### src/hdl/blp_pkg.sv
// Shared types, widths, defaults and error-unit operation codes for the line rasterizer.
// Depends on nothing; every other file in hdl refers to it by scoped names.
package blp_pkg;

	// Coordinate and error-term widths fixed by the request and result formats.
	localparam int COORD_W = 6;
	localparam int ERR_W = 10;

	// Default grid edge length; coordinates above the grid saturate to its last cell.
	localparam int GRID_SIZE_DEF = 64;

	typedef logic [COORD_W-1:0] coord_t;
	typedef logic signed [ERR_W-1:0] err_t;

	// Operations of the shared error-term adder.
	typedef logic [1:0] err_op_t;
	localparam err_op_t OP_INIT = 2'd0;
	localparam err_op_t OP_AXIAL = 2'd1;
	localparam err_op_t OP_DIAG = 2'd2;

	// Line geometry produced by the setup logic, held for the whole run.
	typedef struct packed {
		logic along_y;
		logic minor_neg;
		coord_t maj0;
		coord_t min0;
		coord_t maj_end;
		coord_t dmaj;
		coord_t dmin;
	} setup_t;

endpackage

### src/hdl/blp_req_if.sv
// Request channel of the line rasterizer: two endpoints with a valid/ready handshake.
// Depends on blp_pkg for the coordinate type.
interface blp_req_if;
	logic valid;
	logic ready;
	blp_pkg::coord_t start_x;
	blp_pkg::coord_t start_y;
	blp_pkg::coord_t end_x;
	blp_pkg::coord_t end_y;

	modport source (output valid, output start_x, output start_y, output end_x,
		output end_y, input ready);
	modport sink (input valid, input start_x, input start_y, input end_x,
		input end_y, output ready);
endinterface

### src/hdl/blp_pt_if.sv
// Point channel of the line rasterizer: one grid cell per transfer, last cell marked.
// Depends on blp_pkg for the coordinate type.
interface blp_pt_if;
	logic valid;
	logic ready;
	blp_pkg::coord_t point_x;
	blp_pkg::coord_t point_y;
	logic last_point;

	modport source (output valid, output point_x, output point_y, output last_point,
		input ready);
	modport sink (input valid, input point_x, input point_y, input last_point,
		output ready);
endinterface

### src/hdl/bresenham_line_points_top.sv
// Top level of the Bresenham line rasterizer: sequencer, line state and output register.
// Depends on blp_pkg, blp_req_if, blp_pt_if, blp_setup and blp_err_unit.
//
// Usage:
// A request on req carries two endpoints. Coordinates above GRID_SIZE-1 saturate
// to GRID_SIZE-1. The block answers with every cell of the line on pt, one cell
// per transfer, ordered by increasing major coordinate, last_point high on the
// final cell. A line with equal endpoints gives a single cell.
// req.ready is high only while no line is in progress; a request is taken when
// valid and ready are both high.
// After a request is taken, the endpoints are registered, then the line setup,
// then the initial error, and then the first cell enters the output register.
// Throughput: one cell per cycle while the receiver takes them; the error adder
// forms the initial error once and then updates it after every cell but the last.
// The next request is taken as soon as the last cell of the current line sits in
// the output register, even if the receiver has not yet taken it.
// If the receiver stalls, the held cell stays on pt and the run pauses.
// Reset clears the sequencer and the output register's valid flag: no cell is
// presented and the block is ready for a request.
module bresenham_line_points_top #(
	parameter int GRID_SIZE = blp_pkg::GRID_SIZE_DEF
) (
	input logic clk,
	input logic arst_n,
	blp_req_if.sink req,
	blp_pt_if.source pt
);

	localparam blp_pkg::coord_t MAX_COORD = blp_pkg::coord_t'(GRID_SIZE - 1);

	// Sequencer states.
	localparam logic [1:0] ST_IDLE = 2'd0;
	localparam logic [1:0] ST_SETUP = 2'd1;
	localparam logic [1:0] ST_INIT = 2'd2;
	localparam logic [1:0] ST_RUN = 2'd3;

	logic [1:0] state_q;
	logic pt_valid_q;
	blp_pkg::coord_t pt_x_q;
	blp_pkg::coord_t pt_y_q;
	logic pt_last_q;

	blp_pkg::coord_t ax_q;
	blp_pkg::coord_t ay_q;
	blp_pkg::coord_t bx_q;
	blp_pkg::coord_t by_q;
	blp_pkg::setup_t geom;
	blp_pkg::setup_t geom_q;
	blp_pkg::err_t inc_axial_q;
	blp_pkg::err_t inc_diag_q;
	blp_pkg::err_t err_q;
	blp_pkg::err_t err_next;
	blp_pkg::err_op_t err_op;
	blp_pkg::coord_t maj_q;
	blp_pkg::coord_t mn_q;

	logic req_take;
	logic load;
	logic at_end;
	logic err_pos;

	// Handshake and step conditions.
	assign req.ready = (state_q == ST_IDLE);
	assign req_take = req.valid && (state_q == ST_IDLE);
	assign load = (state_q == ST_RUN) && (!pt_valid_q || pt.ready);
	assign at_end = (maj_q == geom_q.maj_end);
	assign err_pos = (err_q > blp_pkg::err_t'(0));

	// Shared adder operation for this cycle.
	always_comb begin
		if (state_q == ST_INIT) begin
			err_op = blp_pkg::OP_INIT;
		end else if (err_pos) begin
			err_op = blp_pkg::OP_DIAG;
		end else begin
			err_op = blp_pkg::OP_AXIAL;
		end
	end

	blp_setup u_setup (
		.ax(ax_q),
		.ay(ay_q),
		.bx(bx_q),
		.by(by_q),
		.geom(geom)
	);

	blp_err_unit u_err (
		.op(err_op),
		.err(err_q),
		.inc_axial(inc_axial_q),
		.inc_diag(inc_diag_q),
		.dmaj(geom_q.dmaj),
		.err_next(err_next)
	);

	// Sequencer and output valid flag.
	always_ff @(posedge clk or negedge arst_n) begin
		if (!arst_n) begin
			state_q <= ST_IDLE;
			pt_valid_q <= 1'b0;
		end else begin
			case (state_q)
				ST_IDLE: begin
					if (req_take) begin
						state_q <= ST_SETUP;
					end
				end
				ST_SETUP: begin
					state_q <= ST_INIT;
				end
				ST_INIT: begin
					state_q <= ST_RUN;
				end
				ST_RUN: begin
					if (load && at_end) begin
						state_q <= ST_IDLE;
					end
				end
				default: begin
					state_q <= ST_IDLE;
				end
			endcase
			if (load) begin
				pt_valid_q <= 1'b1;
			end else if (pt.ready) begin
				pt_valid_q <= 1'b0;
			end
		end
	end

	// Endpoint capture with saturation to the grid.
	always_ff @(posedge clk) begin
		if (req_take) begin
			ax_q <= (req.start_x > MAX_COORD) ? MAX_COORD : req.start_x;
			ay_q <= (req.start_y > MAX_COORD) ? MAX_COORD : req.start_y;
			bx_q <= (req.end_x > MAX_COORD) ? MAX_COORD : req.end_x;
			by_q <= (req.end_y > MAX_COORD) ? MAX_COORD : req.end_y;
		end
	end

	// Line geometry and the two error increments.
	always_ff @(posedge clk) begin
		if (state_q == ST_SETUP) begin
			geom_q <= geom;
			maj_q <= geom.maj0;
			mn_q <= geom.min0;
			inc_axial_q <= blp_pkg::err_t'({geom.dmin, 1'b0});
			inc_diag_q <= blp_pkg::err_t'({geom.dmin, 1'b0})
				- blp_pkg::err_t'({geom.dmaj, 1'b0});
		end else if (load && !at_end) begin
			maj_q <= maj_q + blp_pkg::coord_t'(1);
			if (err_pos) begin
				mn_q <= geom_q.minor_neg ? mn_q - blp_pkg::coord_t'(1)
					: mn_q + blp_pkg::coord_t'(1);
			end
		end
	end

	// Error term: initialized once, then updated after every emitted cell but the last.
	always_ff @(posedge clk) begin
		if ((state_q == ST_INIT) || (load && !at_end)) begin
			err_q <= err_next;
		end
	end

	// Output register for the current cell.
	always_ff @(posedge clk) begin
		if (load) begin
			pt_x_q <= geom_q.along_y ? mn_q : maj_q;
			pt_y_q <= geom_q.along_y ? maj_q : mn_q;
			pt_last_q <= at_end;
		end
	end

	assign pt.valid = pt_valid_q;
	assign pt.point_x = pt_x_q;
	assign pt.point_y = pt_y_q;
	assign pt.last_point = pt_last_q;

	// A taken request always moves the sequencer into setup.
	a_take_setup: assert property (@(posedge clk) disable iff (!arst_n)
		req.valid && req.ready |=> state_q == ST_SETUP)
		else $error("request taken without entering setup");

	// The major coordinate never runs past its end value.
	a_maj_bound: assert property (@(posedge clk) disable iff (!arst_n)
		state_q == ST_RUN |-> maj_q <= geom_q.maj_end)
		else $error("major coordinate past line end");

	// The error term stays between the diagonal and axial increments.
	a_err_bound: assert property (@(posedge clk) disable iff (!arst_n)
		state_q == ST_RUN |-> (err_q <= inc_axial_q) && (err_q >= inc_diag_q))
		else $error("error term out of range");

	// Nothing new is loaded while a cell is stalled at the output.
	a_hold: assert property (@(posedge clk) disable iff (!arst_n)
		pt_valid_q && !pt.ready |-> !load)
		else $error("output overwritten while stalled");

endmodule

### src/hdl/blp_setup.sv
// Setup logic: picks the major axis, orders the endpoints and forms the spans.
// Depends on blp_pkg for coord_t and setup_t.
module blp_setup (
	input blp_pkg::coord_t ax,
	input blp_pkg::coord_t ay,
	input blp_pkg::coord_t bx,
	input blp_pkg::coord_t by,
	output blp_pkg::setup_t geom
);

	blp_pkg::coord_t adx;
	blp_pkg::coord_t ady;
	blp_pkg::coord_t min1;

	// Absolute spans on both axes.
	assign adx = (ax > bx) ? ax - bx : bx - ax;
	assign ady = (ay > by) ? ay - by : by - ay;

	// The line steps along y unless the vertical span is strictly smaller.
	// Endpoints are ordered so that the major coordinate increases.
	always_comb begin
		geom.along_y = !(ady < adx);
		if (!geom.along_y) begin
			geom.dmaj = adx;
			geom.dmin = ady;
			if (ax > bx) begin
				geom.maj0 = bx;
				geom.min0 = by;
				geom.maj_end = ax;
				min1 = ay;
			end else begin
				geom.maj0 = ax;
				geom.min0 = ay;
				geom.maj_end = bx;
				min1 = by;
			end
		end else begin
			geom.dmaj = ady;
			geom.dmin = adx;
			if (ay > by) begin
				geom.maj0 = by;
				geom.min0 = bx;
				geom.maj_end = ay;
				min1 = ax;
			end else begin
				geom.maj0 = ay;
				geom.min0 = ax;
				geom.maj_end = by;
				min1 = bx;
			end
		end
		geom.minor_neg = min1 < geom.min0;
	end

endmodule

### src/hdl/blp_err_unit.sv
// Shared error-term adder: forms the initial error and applies every per-cell update.
// Depends on blp_pkg for err_t, coord_t and the operation codes.
module blp_err_unit (
	input blp_pkg::err_op_t op,
	input blp_pkg::err_t err,
	input blp_pkg::err_t inc_axial,
	input blp_pkg::err_t inc_diag,
	input blp_pkg::coord_t dmaj,
	output blp_pkg::err_t err_next
);

	blp_pkg::err_t opa;
	blp_pkg::err_t opb;

	// Operand selection for the single adder.
	always_comb begin
		case (op)
			blp_pkg::OP_AXIAL: begin
				opa = err;
				opb = inc_axial;
			end
			blp_pkg::OP_DIAG: begin
				opa = err;
				opb = inc_diag;
			end
			default: begin
				// Initial error is twice the minor span minus the major span.
				opa = inc_axial;
				opb = -blp_pkg::err_t'({1'b0, dmaj});
			end
		endcase
	end

	assign err_next = opa + opb;

endmodule
### src/flat_wrapper.sv
// flat-port wrapper written by rule: the top's interface ports become plain ports
module bresenham_line_points_top_flat 
#(
	parameter int GRID_SIZE = blp_pkg::GRID_SIZE_DEF
)
  (clk, arst_n, req_valid, req_start_x, req_start_y, req_end_x, req_end_y, req_ready, pt_valid, pt_point_x, pt_point_y, pt_last_point, pt_ready);
  blp_req_if req_i ();
  blp_pt_if pt_i ();
  input logic clk;
  input logic arst_n;
  input wire logic [$bits(req_i.valid)-1:0] req_valid;
  input wire logic [$bits(req_i.start_x)-1:0] req_start_x;
  input wire logic [$bits(req_i.start_y)-1:0] req_start_y;
  input wire logic [$bits(req_i.end_x)-1:0] req_end_x;
  input wire logic [$bits(req_i.end_y)-1:0] req_end_y;
  output wire logic [$bits(req_i.ready)-1:0] req_ready;
  output wire logic [$bits(pt_i.valid)-1:0] pt_valid;
  output wire logic [$bits(pt_i.point_x)-1:0] pt_point_x;
  output wire logic [$bits(pt_i.point_y)-1:0] pt_point_y;
  output wire logic [$bits(pt_i.last_point)-1:0] pt_last_point;
  input wire logic [$bits(pt_i.ready)-1:0] pt_ready;
  assign req_i.valid = req_valid;
  assign req_i.start_x = req_start_x;
  assign req_i.start_y = req_start_y;
  assign req_i.end_x = req_end_x;
  assign req_i.end_y = req_end_y;
  assign req_ready = req_i.ready;
  assign pt_valid = pt_i.valid;
  assign pt_point_x = pt_i.point_x;
  assign pt_point_y = pt_i.point_y;
  assign pt_last_point = pt_i.last_point;
  assign pt_i.ready = pt_ready;
  bresenham_line_points_top #(.GRID_SIZE(GRID_SIZE)) u_core (.clk(clk), .arst_n(arst_n), .req(req_i), .pt(pt_i));
endmodule
### config.mk
export PLATFORM = sky130hd
export DESIGN_NAME = bresenham_line_points_top_flat
export DESIGN_NICKNAME = d
export VERILOG_FILES = /design/src/hdl/blp_pkg.sv /design/src/hdl/blp_req_if.sv /design/src/hdl/blp_pt_if.sv /design/src/hdl/bresenham_line_points_top.sv /design/src/hdl/blp_setup.sv /design/src/hdl/blp_err_unit.sv /design/src/flat_wrapper.sv
export SDC_FILE = /design/constraint.sdc
export NUM_CORES = 1
export LEC_CHECK = 0
export ABC_AREA = 1
export BUFFER_PORTS_ARGS = -buffer_cell sky130_fd_sc_hd__buf_2
export CAP_MARGIN = 15
export CELL_PAD_IN_SITES_DETAIL_PLACEMENT = 1
export CELL_PAD_IN_SITES_GLOBAL_PLACEMENT = 1
export CORE_MARGIN = 2
export CORE_UTILIZATION = 47
export DETAILED_ROUTE_END_ITERATION = 8
export PLACE_DENSITY = 0.9
export SLEW_MARGIN = 15
export SYNTH_ARGS = -nofsm -noshare
export SYNTH_HDL_FRONTEND = slang
export SYNTH_HIERARCHICAL = 1
export SYNTH_SLANG_ARGS = --single-unit
### constraint.sdc
create_clock -name clk -period 5.3 [get_ports clk]
set_input_delay 0.53 -clock clk [delete_from_list [all_inputs] [get_ports clk]]
set_output_delay 0.53 -clock clk [all_outputs]
set_load 0.02 [all_outputs]
=== Word-level counts from Yosys, hierarchy flattened ===
Index checks and enable logic that the tools add are counted.

* Register bits after elaboration: 92
* Input port bits: 28
* Output and inout port bits: 15

* $add $sub $neg: 10
* Order comparisons: 9
* Equality and inequality tests: 8
* Muxes and demuxes: 25
* Reductions and logical operators: 16

{| class="wikitable"
|+ Operators with widths
! cell !! count
|-
| 6-bit two-way mux || 13
|-
| 18-bit two-way mux || 2
|-
| 30-bit two-way mux || 1
|-
| 6-bit > comparator (second input constant) || 4
|-
| 6-bit subtractor || 4
|-
| 10-bit one-hot mux with 2 select lines || 1
|-
| 6-bit by 1-bit adder with 6-bit output (second input constant) || 2
|-
| 6-bit > comparator || 2
|-
| 6-bit < comparator || 2
|-
| 10-bit adder || 1
|-
| 10-bit by 1-bit > comparator with 1-bit output (second input constant) || 1
|-
| 10-bit two-way mux || 1
|-
| 6-bit negator with 10-bit output || 1
|-
| 2-bit two-way mux || 4
|-
| 2-bit one-hot mux with 4 select lines || 1
|-
| 7-bit by 7-bit subtractor with 8-bit output || 1
|-
| 2-bit == test (second input constant) || 3
|-
| 6-bit == test || 1
|-
| 2-bit nonzero test || 3
|-
| 6-bit by 1-bit subtractor with 6-bit output (second input constant) || 1
|-
| 2-bit by 1-bit == test with 1-bit output (second input constant) || 2
|-
| 1-bit logical AND || 4
|-
| 2-bit AND reduction || 2
|-
| 1-bit zero test || 3
|-
| other kinds (6) || 8
|}

=== Depth between registers and ports, before layout ===
* Depth in word-level cells: 7
* Mapped depth: 32

=== Hierarchy ===
Netlist, hierarchy kept.

{| class="wikitable"
|+ Modules (own cells, without submodules)
! module !! times used !! cells each !! area an instance (µm²)
|-
| bresenham_line_points_top || 1 || 317 || 3804.9
|-
| blp_setup || 1 || 383 || 2188.3
|-
| blp_err_unit || 1 || 181 || 922.1
|}

=== Least setup slack after synthesis ===
No wires, ideal clock.

* Path type: reg2reg
* Start point: reg u_core.ax_q[0]
* End point: reg u_core.inc_diag_q[7] (data pin)
* Data arrival time: 4.118 ns
* Required time: 5.154 ns
* Path slack: 1.036 ns
* Cell stages (with the launch flop): 29
* Period minus slack after synthesis: 4.264 ns
* Path through: edfxtp_1 > inv_1 > ha_1 > inv_1 > fa_1 > nand3_1 > nand3_2 > nand2_2 > buf_6 > clkinv_4 > nand2_1 > nand2_1 > xor2_1 > inv_1 > ha_1 > nand2_1 > nor2_1 > nand2_1 > nand3_1 > buf_2 > buf_2 > nand2_1 > o21ai_0 > ha_1 > inv_1 > fa_1 > a31oi_1 > o21ai_0 > a21oi_1

{| class="wikitable"
|+ RTL lines
! what !! RTL line !! source
|-
| start, declared || bresenham_line_points_top.sv:43 || <nowiki>blp_pkg::coord_t ax_q;</nowiki>
|-
| start signal, assigned || bresenham_line_points_top.sv:135 || <nowiki>ax_q <= (req.start_x > MAX_COORD) ? MAX_COORD : req.start_x;</nowiki>
|-
| end signal, assigned || bresenham_line_points_top.sv:149 || <nowiki>inc_diag_q <= blp_pkg::err_t'({geom.dmin, 1'b0})</nowiki>
|-
| end, declared || bresenham_line_points_top.sv:50 || <nowiki>blp_pkg::err_t inc_diag_q;</nowiki>
|}

==> results_dict.tcl <==
set metrics [dict create \
    h-tree-depth 3 \
    antennaDiodeCount 0 \
    start_kind "flop" \
    worst_ep_required_time_ns 5.41 \
    die_w_um 125 \
    via_count 5918 \
    globalRouteOverflowTotal 0 \
    finalMaxSlewViolations 0 \
    worstSetupPathType "flop to flop" \
    die_area_mm2 0.0157 \
    tightest_slew_ns 1.04 \
    drc_errors 0 \
    critPathMostFrequentCell "nand2_1" \
    largest-register "u_core/geom_q" \
    synth_top_area_cell "edfxtp_1" \
    period_minus_slack_ns 4.93 \
    place_inst 1072 \
    hold_viol 0 \
    insertion_delay_ns 0.36 \
    cts_root_buffer "clkbuf_16" \
    portBuffers 42 \
    cp_top_family "adder cells" \
    cp.arrival_ns 5.04 \
    fp-row-count 44 \
    fillers 1803 \
    antenna_found_initial 0 \
    setup-violations-final 0 \
    synth-seq-cells 89 \
    skew_ns 0.0130 \
    largest_registers "u_core/geom_q: 14 flops, u_core/err_q: 10 flops, u_core/inc_diag_q: 7 flops" \
    worst_hold_path_type "input port to flop" \
    synth-xor-area-share_pct 3.02 \
    drt_iter0_drc 453 \
    layout-drive-gt1-share_pct 11.2 \
    ant_nets 0 \
    hold-worst-slack_ns 0.341 \
    cp_slowest_stage_delay_ns 0.47 \
    ys_seq_area_share_pct 38.4 \
    yosysWarnings 6 \
    synth_top_flop_cell "edfxtp_1" \
    synthCells 881 \
    status "finished, final reports clean" \
    yosysTopAreaCellShare_pct 37.3 \
    final_net_count 994 \
    area_delta_synth_final_pct 8.36 \
    setup_slack_ns 0.367 \
    synth_adder_area_share_pct 12.7 \
    crit_fanout 16 \
    fmax_ghz 0.203 \
    cp_num_buf_inv 6 \
    drtPass1Iterations 5 \
    drv_cap 0 \
    initial_utilization_pct 47.8 \
    drt-vias-per-instance 5.43 \
    layoutNonFillerInstCount 1089 \
    slew_headroom_pct 30.4 \
    synth_edf_count 86 \
    grt.total_usage_pct 25.0 \
    synthTopCellsByCount "225 x nand2_1, 124 x inv_1, 86 x edfxtp_1" \
    slowest_stage "edfxtp_1" \
    synth.most_common_cell "nand2_1" \
    synthSimpleGateAreaFrac_pct 20.6 \
    ys_top_cells_by_area "edfxtp_1 37%, nand2_1 12%, ha_1 11%, inv_1 6.7%, o21ai_0 5.7%" \
    setup-tns-final_ns 0 \
    synthArstFlopShare_pct 3.37 \
    grt_pass1_vias 6271 \
    wire_per_inst_um 17.3 \
    path_clk_slew_ns 0.07 \
    cts_tree "done" \
    grt_pass1_wl_mm 31.4 \
    syn_area_mm2 0.00692 \
    synth_top_family_by_area "simple AND/OR/NAND/NOR gates" \
    muxShareOfSynthArea_pct 0.199 \
    r2r_start "u_core/ax_q[0]" \
    cts_sinks 89 \
    gp_congestion 0.895 \
    ios 43 \
    largest_reg_flops 14 \
    finalWirelength_mm 18.9 \
    synth_compound_area_share_pct 14.0 \
    cp-startpoint "u_core/ax_q[0]" \
    ys_types 48 \
    die_y_um 125 \
    clock_path_buffers 2 \
    dp_hpwl_mm 14.6 \
    cp-end-kind "flop" \
    dp_slack_ns 0.472 \
    syn_area_per_cell_um2 7.85 \
    period_share_pct 93.1 \
    core_mm2 0.0145 \
    hp-start "req_end_y[4]" \
    grt_max_degree 44 \
    cts_buffers 9 \
    rsz0062_at_grt "false" \
]
## per-stage QoR
stage | utilization, % | instance area [µm²]
after floorplan | - | 6950
after global placement | 49.7 | 7190
after detailed placement | 49.7 | 7190
after CTS | 51.7 | 7480
after global routing | 51.8 | 7490
final | 51.8 | 7490
## placed cells by master (no fill, tap or decap), types with 2 or more instances in the layout
cell type  count
a21o_1         3
a21oi_1       57
a21oi_2        2
a221oi_1       3
a31oi_1        3
a32oi_2        4
buf_2         42
buf_4          8
clkbuf_16      9
clkinv_2       2
clkinv_4       3
conb_1         9
dfrtp_1        3
edfxtp_1      86
fa_1           7
ha_1          59
inv_1        124
inv_2          6
nand2_1      225
nand2_2        4
nand3_1       38
nand3_2        3
nand4_1        3
nand4_2        2
nor2_1        66
o211ai_1       3
o21ai_0       79
o21ai_1        4
o21ai_2        4
o21bai_1       2
or2_2          2
xnor2_1        4
xor2_1        17
xor2_2         2
## layer usage
layer | track usage (%) | routed length [µm]
met2 | 44.3 | 9360
met5 | 0 | 0
met3 | 5.05 | 863
met4 | 7.06 | 324
met1 | 31.0 | 8330
## worst paths after layout
path,end,slack [ns],depth (start not counted)
min,u_core/by_q[4],0.34,1
max in group asynchronous,u_core/pt.valid,4.71,2
max reg2reg,u_core/geom_q[30],0.37,27
min in group asynchronous,u_core/state_q[0],0.49,2
max,u_core/geom_q[30],0.37,27
min reg2reg,u_core/state_q[1],0.58,2
## timing repair
item,in CTS,in global routing
endpoints found under the hold margin,3,0
buffers inserted,0,0
hold buffers,1,0
resized for setup,0,1
setup endpoints to repair,0,2
## layout make-up
class / count / area (µm²) / share of cell area, %
repair buffers: 51 / 280 / 3.74
flip-flops and latches: 89 / 2660 / 35.5
clock inverters: 7 / 53.8 / 0.718
well taps: 184 / 230 / 3.07
clock buffers: 9 / 225 / 3.01
multi-input cells: 616 / 3540 / 47.2
inverters: 133 / 508 / 6.78
## worst register-to-register path: cells and delay by family, from the launching register on
family                   cells  cell delay (ns)
buffers and inverters        6             0.98
XOR/XNOR                     1             0.25
AND/OR/NAND/NOR             10             1.00
flip-flops                   1             0.47
adder cells (fa/ha/maj)      4             1.13
AO/OA/AOI/OAI                6             0.88
## kinds of logic after synthesis
logic type	count (synthesis)
AOI/OAI and AO/OA	169
xor gates and xnor gates	23
adders and majority gates	66
buffers and inverters	184
DFF	89
muxes	1
other	1
and+or+nand+nor	348
Power is left out: the tool's default activity adds up to more than one toggle a clock period on the data nets, which glitch-free logic cannot reach.
